File: config.mk
export PLATFORM = sky130hd
export DESIGN_NAME = multi_channel_overwrite_fifo_unit
export DESIGN_NICKNAME = d
export VERILOG_FILES = /design/src/hw/rtl/mcof_pkg.sv /design/src/hw/rtl/multi_channel_overwrite_fifo_unit.sv /design/src/hw/rtl/mcof_word_ram.sv /design/src/hw/rtl/mcof_chan_ram.sv
export SDC_FILE = /design/constraint.sdc
export NUM_CORES = 2
export LEC_CHECK = 0
export ABC_AREA = 0
export BUFFER_PORTS_ARGS = -buffer_cell sky130_fd_sc_hd__buf_2
export CORE_ASPECT_RATIO = 1.75
export CORE_UTILIZATION = 50
export DETAILED_ROUTE_END_ITERATION = 10
export PLACE_DENSITY = 0.66
export SLEW_MARGIN = 40
export SYNTH_ARGS = -nofsm -noshare
export SYNTH_HDL_FRONTEND = slang
export SYNTH_SLANG_ARGS = --single-unit
export TNS_END_PERCENT = 50
File: constraint.sdc
create_clock -name clk -period 10.65 [get_ports clk]
set_input_delay 1.5975 -clock clk [delete_from_list [all_inputs] [get_ports clk]]
set_output_delay 1.5975 -clock clk [all_outputs]
set_load 0.01 [all_outputs]
File: src/hw/rtl/mcof_pkg.sv
// Shared codes and defaults for the multi-channel overwrite FIFO.
// No dependencies; imported by every module of the block.
`timescale 1ns / 1ps

package mcof_pkg;

    localparam int QUEUE_DEPTH_DEF = 16;
    localparam int NUM_QUEUES_DEF  = 4;

    localparam int WORD_W    = 32;
    localparam int FUNC_W    = 2;
    localparam int CHAN_W    = 2;
    localparam int STATUS_W  = 2;
    localparam int OCC_W     = 5;
    localparam int LOST_W    = 32;

    localparam logic [FUNC_W-1:0] FN_FLUSH = 2'd0;
    localparam logic [FUNC_W-1:0] FN_WRITE = 2'd1;
    localparam logic [FUNC_W-1:0] FN_READ  = 2'd2;
    localparam logic [FUNC_W-1:0] FN_NOP   = 2'd3;

    localparam logic [STATUS_W-1:0] ST_OK        = 2'd0;
    localparam logic [STATUS_W-1:0] ST_OVERWRITE = 2'd1;
    localparam logic [STATUS_W-1:0] ST_EMPTY     = 2'd2;

endpackage

File: src/hw/rtl/multi_channel_overwrite_fifo_unit.sv
// Top level of the multi-channel overwrite FIFO: request sequencer.
// Uses mcof_pkg, mcof_chan_ram and mcof_word_ram.
`timescale 1ns / 1ps

// Several circular word FIFOs share one word store. Each request on the
// input channel (in_valid / in_stall) names a channel and a function:
// flush, write or read. A write to a full channel replaces the oldest word
// and counts it as lost. A read of an empty channel reports an empty status.
// Every request gives exactly one result on the output channel
// (out_valid / out_stall).
// Steps: a request is taken in the idle state and its channel record is
// read from the record memory; the next cycle modifies and writes it back
// (and addresses the word memory); in the done state the result is
// registered in the output register. The read-modify-write of the record
// memory handles one request at a time: no new request is taken until the
// last one has left the done state.
// While the receiver stalls, the result waits in the output register and
// the next request can still be taken; it then waits in its last step
// until the output register frees.
// Reset clears all channel records (valid bits) and both handshakes; the
// word store is not cleared.

module multi_channel_overwrite_fifo_unit
    import mcof_pkg::*;
#(
    parameter int QUEUE_DEPTH = QUEUE_DEPTH_DEF,
    parameter int NUM_QUEUES  = NUM_QUEUES_DEF
)
(
    input  logic                clk,
    input  logic                rst_n,
    input  logic                in_valid,
    output logic                in_stall,
    input  logic [FUNC_W-1:0]   func,
    input  logic [CHAN_W-1:0]   channel,
    input  logic [WORD_W-1:0]   write_data,
    output logic                out_valid,
    input  logic                out_stall,
    output logic [STATUS_W-1:0] status,
    output logic [WORD_W-1:0]   read_data,
    output logic [OCC_W-1:0]    occupancy,
    output logic [LOST_W-1:0]   lost_count
);

    localparam int PW    = $clog2(QUEUE_DEPTH);
    localparam int CW    = $clog2(QUEUE_DEPTH + 1);
    localparam int CH_AW = (NUM_QUEUES > 1) ? $clog2(NUM_QUEUES) : 1;
    localparam int IW    = (CH_AW > CHAN_W) ? CH_AW : CHAN_W;
    localparam int WORDS = NUM_QUEUES * QUEUE_DEPTH;
    localparam int AW    = $clog2(WORDS);

    typedef struct packed
    {
        logic [LOST_W-1:0] lost;
        logic [CW-1:0]     cnt;
        logic [PW-1:0]     wp;
        logic [PW-1:0]     rp;
    } chan_t;

    typedef enum logic [2:0]
    {
        S_IDLE = 3'b001,
        S_META = 3'b010,
        S_DONE = 3'b100
    } state_t;

    state_t state_reg, state_next;

    logic [FUNC_W-1:0] func_reg;
    logic [CH_AW-1:0]  ch_reg;
    logic [WORD_W-1:0] data_reg;
    logic              range_reg;

    logic [STATUS_W-1:0] res_status_reg, res_status_next;
    logic [OCC_W-1:0]    res_occ_reg, res_occ_next;
    logic [LOST_W-1:0]   res_lost_reg, res_lost_next;
    logic                res_rd_reg, res_rd_next;

    logic                out_valid_reg, out_valid_next;
    logic [STATUS_W-1:0] out_status_reg;
    logic [WORD_W-1:0]   out_data_reg;
    logic [OCC_W-1:0]    out_occ_reg;
    logic [LOST_W-1:0]   out_lost_reg;

    logic              accept;
    logic              out_free;
    logic [IW-1:0]     ch_ext;
    logic              in_range;
    logic [$bits(chan_t)-1:0] rec_q;
    chan_t             rec_cur, rec_new;
    logic              rec_we;
    logic              word_we, word_re;
    logic [AW-1:0]     word_waddr, word_raddr;
    logic [WORD_W-1:0] word_q;

    function automatic logic [PW-1:0] next_slot(input logic [PW-1:0] p);
        return (p == PW'(QUEUE_DEPTH - 1)) ? '0 : p + 1'b1;
    endfunction

    assign accept   = in_valid && (state_reg == S_IDLE);
    assign in_stall = (state_reg != S_IDLE);
    assign out_free = !out_valid_reg || !out_stall;

    assign ch_ext   = IW'(channel);
    assign in_range = (32'(channel) < NUM_QUEUES);

    mcof_chan_ram #(
        .DEPTH (NUM_QUEUES),
        .AW    (CH_AW),
        .WIDTH ($bits(chan_t))
    ) u_chan_ram (
        .clk     (clk),
        .rst_n   (rst_n),
        .rd_en   (accept),
        .rd_addr (ch_ext[CH_AW-1:0]),
        .rd_data (rec_q),
        .wr_en   (rec_we),
        .wr_addr (ch_reg),
        .wr_data (rec_new)
    );

    mcof_word_ram #(
        .DEPTH (WORDS),
        .AW    (AW)
    ) u_word_ram (
        .clk     (clk),
        .wr_en   (word_we),
        .wr_addr (word_waddr),
        .wr_data (data_reg),
        .rd_en   (word_re),
        .rd_addr (word_raddr),
        .rd_data (word_q)
    );

    assign rec_cur    = chan_t'(rec_q);
    assign word_waddr = AW'(32'(ch_reg) * QUEUE_DEPTH + 32'(rec_cur.wp));
    assign word_raddr = AW'(32'(ch_reg) * QUEUE_DEPTH + 32'(rec_cur.rp));

    // modify the channel record fetched in the previous cycle
    always_comb
    begin
        rec_new         = rec_cur;
        rec_we          = 1'b0;
        word_we         = 1'b0;
        word_re         = 1'b0;
        res_status_next = res_status_reg;
        res_occ_next    = res_occ_reg;
        res_lost_next   = res_lost_reg;
        res_rd_next     = res_rd_reg;
        if (state_reg == S_META)
        begin
            res_status_next = ST_OK;
            res_rd_next     = 1'b0;
            unique case (func_reg)
                FN_FLUSH:
                begin
                    rec_new = '0;
                    rec_we  = range_reg;
                end
                FN_WRITE:
                begin
                    word_we    = range_reg;
                    rec_we     = range_reg;
                    rec_new.wp = next_slot(rec_cur.wp);
                    if (rec_cur.cnt >= CW'(QUEUE_DEPTH))
                    begin
                        rec_new.rp      = next_slot(rec_cur.rp);
                        rec_new.lost    = rec_cur.lost + 1'b1;
                        res_status_next = ST_OVERWRITE;
                    end
                    else
                    begin
                        rec_new.cnt = rec_cur.cnt + 1'b1;
                    end
                end
                FN_READ:
                begin
                    if (rec_cur.cnt == '0)
                    begin
                        res_status_next = ST_EMPTY;
                    end
                    else
                    begin
                        word_re     = range_reg;
                        rec_we      = range_reg;
                        res_rd_next = 1'b1;
                        rec_new.rp  = next_slot(rec_cur.rp);
                        rec_new.cnt = rec_cur.cnt - 1'b1;
                    end
                end
                default:
                begin
                    // unused function code: report the record unchanged
                end
            endcase
            res_occ_next  = OCC_W'(rec_new.cnt);
            res_lost_next = rec_new.lost;
            if (!range_reg)
            begin
                // channel beyond the configured count: drop, report zeros
                res_status_next = ST_OK;
                res_rd_next     = 1'b0;
                res_occ_next    = '0;
                res_lost_next   = '0;
            end
        end
    end

    always_comb
    begin
        state_next     = state_reg;
        out_valid_next = out_valid_reg && out_stall;
        unique case (state_reg)
            S_IDLE:
            begin
                if (accept)
                begin
                    state_next = S_META;
                end
            end
            S_META:
            begin
                state_next = S_DONE;
            end
            S_DONE:
            begin
                // hold the result until the output register frees
                if (out_free)
                begin
                    out_valid_next = 1'b1;
                    state_next     = S_IDLE;
                end
            end
            default:
            begin
                state_next = S_IDLE;
            end
        endcase
    end

    always_ff @(posedge clk or negedge rst_n)
    begin
        if (!rst_n)
        begin
            state_reg     <= S_IDLE;
            out_valid_reg <= 1'b0;
        end
        else
        begin
            state_reg     <= state_next;
            out_valid_reg <= out_valid_next;
        end
    end

    always_ff @(posedge clk)
    begin
        if (accept)
        begin
            func_reg  <= func;
            ch_reg    <= ch_ext[CH_AW-1:0];
            data_reg  <= write_data;
            range_reg <= in_range;
        end
        res_status_reg <= res_status_next;
        res_occ_reg    <= res_occ_next;
        res_lost_reg   <= res_lost_next;
        res_rd_reg     <= res_rd_next;
        if (state_reg == S_DONE && out_free)
        begin
            out_status_reg <= res_status_reg;
            out_data_reg   <= res_rd_reg ? word_q : '0;
            out_occ_reg    <= res_occ_reg;
            out_lost_reg   <= res_lost_reg;
        end
    end

    assign out_valid  = out_valid_reg;
    assign status     = out_status_reg;
    assign read_data  = out_data_reg;
    assign occupancy  = out_occ_reg;
    assign lost_count = out_lost_reg;

endmodule

File: src/hw/rtl/mcof_word_ram.sv
// Shared word store for all channels: one write port, one read port.
// Synchronous read with registered data; depends on mcof_pkg.
`timescale 1ns / 1ps

module mcof_word_ram
    import mcof_pkg::*;
#(
    parameter int DEPTH = QUEUE_DEPTH_DEF * NUM_QUEUES_DEF,
    parameter int AW    = $clog2(DEPTH)
)
(
    input  logic              clk,
    input  logic              wr_en,
    input  logic [AW-1:0]     wr_addr,
    input  logic [WORD_W-1:0] wr_data,
    input  logic              rd_en,
    input  logic [AW-1:0]     rd_addr,
    output logic [WORD_W-1:0] rd_data
);

    logic [WORD_W-1:0] mem [DEPTH];
    logic [WORD_W-1:0] rd_data_reg;

    always_ff @(posedge clk)
    begin
        if (wr_en)
        begin
            mem[wr_addr] <= wr_data;
        end
        if (rd_en)
        begin
            rd_data_reg <= mem[rd_addr];
        end
    end

    assign rd_data = rd_data_reg;

endmodule

File: src/hw/rtl/mcof_chan_ram.sv
// Per-channel state record store (pointers, count, lost counter).
// Valid bits cleared at reset make an unwritten record read as zero; uses mcof_pkg.
`timescale 1ns / 1ps

module mcof_chan_ram
    import mcof_pkg::*;
#(
    parameter int DEPTH = NUM_QUEUES_DEF,
    parameter int AW    = (DEPTH > 1) ? $clog2(DEPTH) : 1,
    parameter int WIDTH = 40
)
(
    input  logic             clk,
    input  logic             rst_n,
    input  logic             rd_en,
    input  logic [AW-1:0]    rd_addr,
    output logic [WIDTH-1:0] rd_data,
    input  logic             wr_en,
    input  logic [AW-1:0]    wr_addr,
    input  logic [WIDTH-1:0] wr_data
);

    logic [WIDTH-1:0] mem [DEPTH];
    logic [DEPTH-1:0] valid_reg;
    logic [WIDTH-1:0] rd_data_reg;

    always_ff @(posedge clk or negedge rst_n)
    begin
        if (!rst_n)
        begin
            valid_reg <= '0;
        end
        else if (wr_en)
        begin
            valid_reg[wr_addr] <= 1'b1;
        end
    end

    always_ff @(posedge clk)
    begin
        if (wr_en)
        begin
            mem[wr_addr] <= wr_data;
        end
        if (rd_en)
        begin
            // a record never written reads as its reset value
            rd_data_reg <= valid_reg[rd_addr] ? mem[rd_addr] : '0;
        end
    end

    assign rd_data = rd_data_reg;

endmodule
== Word-level counts from Yosys, hierarchy flattened ==
Memory sizes are Yosys's and may differ from the RTL's. A register that Yosys moved wholly into a read port is not among the register bits.
Index checks and enable logic that the tools add are counted.
Storage, ports and cells
  bits in registers: 155
  memory bits (writable): 2228
  output and inout bits: 73
  memories: 2
Cells by class
  add/subtract/negate cells: 7
  order comparisons: 4
  eq/ne operators: 10
  multiplexer cells: 35
  bitwise gates (word level): 1
  reduce and logical (&&, ||, !) cells: 12
Memories
  u_word_ram.mem: depth 64, bits a word 32, rd ports 1, clocked after Yosys merged registers in 1, wr ports 1, RTL line mcof_word_ram.sv:21  | logic [WORD_W-1:0] mem [DEPTH];
  u_chan_ram.mem: depth 4, bits a word 45, rd ports 1, clocked after Yosys merged registers in 1, wr ports 1, RTL line mcof_chan_ram.sv:23  | logic [WIDTH-1:0] mem [DEPTH];
Operators by type and width (count)
  32-bit case mux with 2 select lines: 1
  45-bit two-way mux: 1
  32-bit by 1-bit adder with 32-bit output (second input constant): 1
  32-bit two-way mux: 1
  4-bit two-way mux: 4
  1-bit two-way mux: 15
  5-bit case mux with 3 select lines: 1
  6-bit by 4-bit adder with 6-bit output: 2
  4-bit case mux with 3 select lines: 1
  5-bit two-way mux: 2
  3-bit case mux with 3 select lines: 1
  4-bit by 1-bit adder with 4-bit output (second input constant): 2
  4-bit == test (second input constant): 2
  4-bit case mux with 2 select lines: 1
  2-bit by 3-bit less-than comparator with 1-bit output (second input constant): 2
  3-bit two-way mux: 2
  5-bit by 1-bit adder with 5-bit output (second input constant): 1
  5-bit >= comparator (second input constant): 1
  5-bit zero test: 1
  5-bit by 1-bit subtractor with 5-bit output (second input constant): 1
  1-bit logical AND: 4
  2-bit != test (second input constant): 2
  4-bit bitwise OR: 1
  2-bit case mux with 2 select lines: 1
  other kinds (16): 18

== Longest topological paths before layout ==
  depth in word-level cells: 6
  depth in mapped cells: 10
  gate-level depth less buffers: 8

== Modules after synthesis ==
Synthesis repeated with hierarchy kept, for this count alone.
Second synthesis, totals
  cell total of the unflattened synthesis: 4280
  area, all modules: 94667.0 µm²
By module, submodules not included
  mcof_word_ram: instances 1, cells each 3324, area each 78835.6 µm², sequential area each 62459.9 µm²
  mcof_chan_ram: instances 1, cells each 343, area each 8557.0 µm², sequential area each 6856.6 µm²
  multi_channel_overwrite_fifo_unit: instances 1, cells each 613, area each 7274.5 µm², sequential area each 4515.6 µm²

== Worst setup path after synthesis ==
OpenSTA, ideal clock, no wires.
  kind: input-to-reg
  start point: in out_stall
  end point: reg out_lost_reg[0] (netlist: lost_count[0]), enable pin
  library setup time: 0.523 ns
  arrival time: 5.062 ns
  slack: 5.064 ns
  stages on the path: 1
  path through: a21oi_1
Between the ends
  cells in the longest elaborated chain, start to end: 3
RTL lines
  start, declared: RTL line multi_channel_overwrite_fifo_unit.sv:38  | input logic out_stall,
  1-bit zero test: RTL line multi_channel_overwrite_fifo_unit.sv:102  | assign out_free = !out_valid_reg || !out_stall;
  1-bit logical OR: RTL line multi_channel_overwrite_fifo_unit.sv:102
  1-bit logical AND: RTL line multi_channel_overwrite_fifo_unit.sv:268  | if (state_reg == S_DONE && out_free)
  end signal, assigned: RTL line multi_channel_overwrite_fifo_unit.sv:273  | out_lost_reg <= res_lost_reg;
  end, declared: RTL line multi_channel_overwrite_fifo_unit.sv:83  | logic [LOST_W-1:0] out_lost_reg;
Every way passes these cells.
A chain may end at the register's enable or synchronous reset.

== Worst setup path in the final report ==
  start point: reg u_chan_ram.rd_data_reg[0] (netlist: u_chan_ram.rd_data[0]) (read register of u_chan_ram.mem)
  end point: reg u_word_ram.rd_data_reg[12] (netlist: u_word_ram.rd_data[12]) (read register of u_word_ram.mem) (data pin)
Between the ends
  cells in the longest elaborated chain, start to end: 1
RTL lines
  start, declared: RTL line mcof_chan_ram.sv:25  | logic [WIDTH-1:0] rd_data_reg;
  6-bit by 4-bit adder with 6-bit output: RTL line multi_channel_overwrite_fifo_unit.sv:137  | assign word_raddr = AW'(32'(ch_reg) * QUEUE_DEPTH + 32'(rec_cur.rp));
  end, declared: RTL line mcof_word_ram.sv:22  | logic [WORD_W-1:0] rd_data_reg;
Every way passes these cells.

==> summary.md <==
| Metric | Value |
|---|---|
| Ys async rst share | 0.00325 |
| RSZ-0062 raised after global routing | no |
| IO Pins | 113 |
| Post-synth EDFFs | 2,452 |
| CTS Root Cell | clkbuf_16 |
| HP Start | res_lost_reg[31] |
| Yosys top cell area share | 0.784 |
| Final Skew | 0.0423 ns |
| Reg-to-reg critical path startpoint | u_chan_ram.rd_data[0] |
| ANT nets after route | 0 |
| Gpl congestion | 0.805 |
| P_int | 0.0166 W |
| Ys Warns | 0 |
| TNS Setup | 0 ns |
| CP Launch Type | flop |
| Fillers | 13,500 |
| Most numerous cell in the Yosys netlist | edfxtp_1 |
| Pwr dens | 215 nW/um^2 |
| First-pass GRT wire length | 335,000 um |
| CTS Buf Count | 204 |
| Clock tree buffer depth | 4 |
| Number of global-route vias before repair | 46,400 |
| Largest net degree at the start of global routing | 119 |
| CP Max Fanout | 81 |
| Avg Vias per Cell | 6.48 |
| Crit Path Class | reg2reg |
| Mapped Area | 93,900 um^2 |
| Nets | 4,510 |
| CTS Sinks | 2,460 |
| Hold crit path type | reg2reg |
| Hold_buf cts | 0 |
| Starting density of the core | 0.503 |
| Syn Nets | 4,263 |
| DP Area | 98,400 um^2 |
| Top cells by count, synth | edfxtp_1, mux4_2, clkbuf_1 |
| GRT Residual Overflow | 0 |
| Clock power share | 0.321 |
| Reg-to-reg endpoint | u_word_ram.rd_data[12] |
| Sequential fraction of design power | 0.510 |
| Setup crit end kind | flop |
| Pin slew with the least headroom to its limit | 0.937 ns |
| # DRC | 0 |
| Sequential cell area | 73,800 um^2 |
| Detail Placement HPWL | 133,000 um |
| Die height | 575 um |
| Final total power | 0.0225 W |
| Gate power share | 0.169 |
| Drt first pass iters | 8 |
| DR vias | 45,700 |
| Core ar. | 187,000 um^2 |
| Area growth syn-to-layout | 11.6% |
| Synth area leaders | edfxtp_1, mux4_2, a221oi_1 |
| Design Area, Final | 105,000 um^2 |
| Area leader, netlist | edfxtp_1 |
| Post_cts resized | 0 |
| TritonCTS clock tree | built |
| Routed WL | 237,000 um |
| Post-CTS Setup Inserts | 0 |
| Post-synth top flop | edfxtp_1 |
| Sw Pwr | 0.00587 W |
| Die ar. | 190,000 um^2 |
| Clock Pin Slew Worst Setup and Hold Paths | 0.07 ns |
| Initial drt markers | 5,395 |
| Setup violators final | 0 |
| H-tree level count | 4 |
| Peak supply drop | 0.141 mV |
| Fin crit share | 0.415 |
| Largest register FFs | 2,048 |
| Hold Path Sink | lost_count[31] |
| Critical Path RT | 11.23 ns |
| FF-to-FF path depth | 8 |
| Final worst setup slack | 6.23 ns |
| Yosys cell types | 62 |
| P_leak | 32.3 nW |
| Clock Latency Late Sink | 0.84 ns |
| Post-layout minimum cycle time | 4.42 ns |
| R2R Setup Slk | 6.23 ns |
| Width of the die | 330 um |
| Layout cells sized above 1 | 0.268 |
| Row count | 210 |
| Initial antenna violation count | 23 |
| FF+latch count, synth | 2,460 |
| Avg Cell Area, Syn | 22.3 um^2 |
| Slew Viols, Final | 0 |
| Status | completed |
| Max transition margin | 0.369 |
| Fmax | 226 MHz |
| Area of the multi-input gates | 19,400 um^2 |
| Syn Inst Count | 4,214 |
| Worst Path Arrival | 5.00 ns |
| Final Hold Violating Endpoints | 0 |
| Input/output buffers | 112 |
| Drt wl/cell | 33.5 um |
| Seq/Total Area, Yosys | 0.786 |
| GRT Util Overall | 0.250 |
| Hold path cells | 0 |
| Sw Share | 0.261 |
| DP Worst Slack | 5.93 ns |
| Max Cap Viol | 0 |
-- cells in the final DEF, fill, tap and decap left out, types with 6 or more instances in the layout --
cell type   netlist  final
edfxtp_1       2452   2452
mux4_2          568    568
clkbuf_16         0    206
buf_4            33    144
buf_2            52    112
o21ai_0         112    104
nand2_1          86     86
a221oi_1         87     86
nor2_4            0     70
o211ai_1         62     62
a22oi_1          60     60
mux2i_1          57     57
nand3_1          55     54
clkbuf_1        119     51
nor2b_1          55     50
clkinv_1          1     37
and2_1           36     34
clkinv_2          0     33
a31oi_1          27     27
and4_1           25     25
nor2_1           91     20
a21oi_1          21     20
o21ai_1          10     17
inv_1            16     16
and3_1           17     16
a22o_1           15     15
bufinv_16         0     15
buf_6            12     12
a41oi_1          10     10
buf_12            0     10
diode_2           0      9
mux2_2            9      9
ha_1              9      9
nand2b_1         10      8
nand4_1           8      8
clkinvlp_4        0      8
nor3_1            8      7
dfrtp_1           7      7
a21o_1            6      6
a311oi_1          6      6
-- critical path, cell delays in order, from the launching register on --
cell	delay, ns
edfxtp_1	0.44
buf_12	0.39
buf_16	0.37
buf_6	0.53
buf_12	0.61
mux4_2	0.60
a221oi_1	0.37
o21ai_0	0.31
and4_1	0.32
-- power groups by stage --
stage / clock network [W] / logic, W / registers, W
final: 0.00722 / 0.00381 / 0.0115
after global routing: 0.00763 / 0.00402 / 0.0115
after CTS: 0.00731 / 0.00382 / 0.0115
after detailed placement: 0 / 0.00382 / 0.0117
after global placement: 0 / 0.00371 / 0.0117
after floorplan: 0 / 0.00227 / 0.0119
-- area by class of cell --
class,instances,area share
clock inverter,99,0.00839
inverter,18,0.000681
multi-input combinational,1493,0.185
sequential,2460,0.705
clock buffer,257,0.0510
antenna,9,0.000215
timing repair buffer,284,0.0202
tap,2438,0.0291
-- cells by family (layout without fill, tap and decap cells) --
kind of cell    after synthesis  after routing  synth area share
other cells                   0              9                 0
fa+ha+maj                     9              9           0.00120
xor+xnor                      2              2          0.000187
compound gates              435            435            0.0323
flops                      2460           2460             0.786
buf+inv                     261            658            0.0134
simple gates                413            413            0.0230
mux                         634            634             0.143
-- how the worst max path moves through the flow --
stage / startpoint / endpoint / slack [ns] / depth (start not counted)
2_1_floorplan: out_stall / lost_count[0] / 5.06 / 1
3_3_place_gp: u_chan_ram.rd_data[0] / u_word_ram.rd_data[21] / 5.93 / 7
3_5_place_dp: u_chan_ram.rd_data[0] / u_word_ram.rd_data[12] / 5.93 / 8
4_1_cts: u_chan_ram.rd_data[0] / u_word_ram.rd_data[12] / 5.91 / 8
5_1_grt: u_chan_ram.rd_data[0] / u_word_ram.rd_data[12] / 5.91 / 8
6_report: u_chan_ram.rd_data[0] / u_word_ram.rd_data[12] / 6.23 / 8
-- metrics by stage --
| stage | util | hold WS (ns) | instances |
|---|---|---|---|
| final | 0.561 | 0.420 | 7058 |
| after global routing | 0.561 | 0.428 | 7050 |
| after CTS | 0.560 | 0.420 | 7046 |
| after detailed placement | 0.527 | 0.405 | 6690 |
| after global placement | 0.525 | 0.400 | 6676 |
| after floorplan | - | 0.400 | 4214 |
-- metal layers --
metal  GRT usage  wire length [um]  part of all wire
met1       0.309             83400              0.35
met2       0.440            125000              0.53
met3      0.0381             17900             0.076
met4       0.102             10600             0.045
met5           0                82           0.00035
Note: power is estimated with default switching activity, not from simulation.
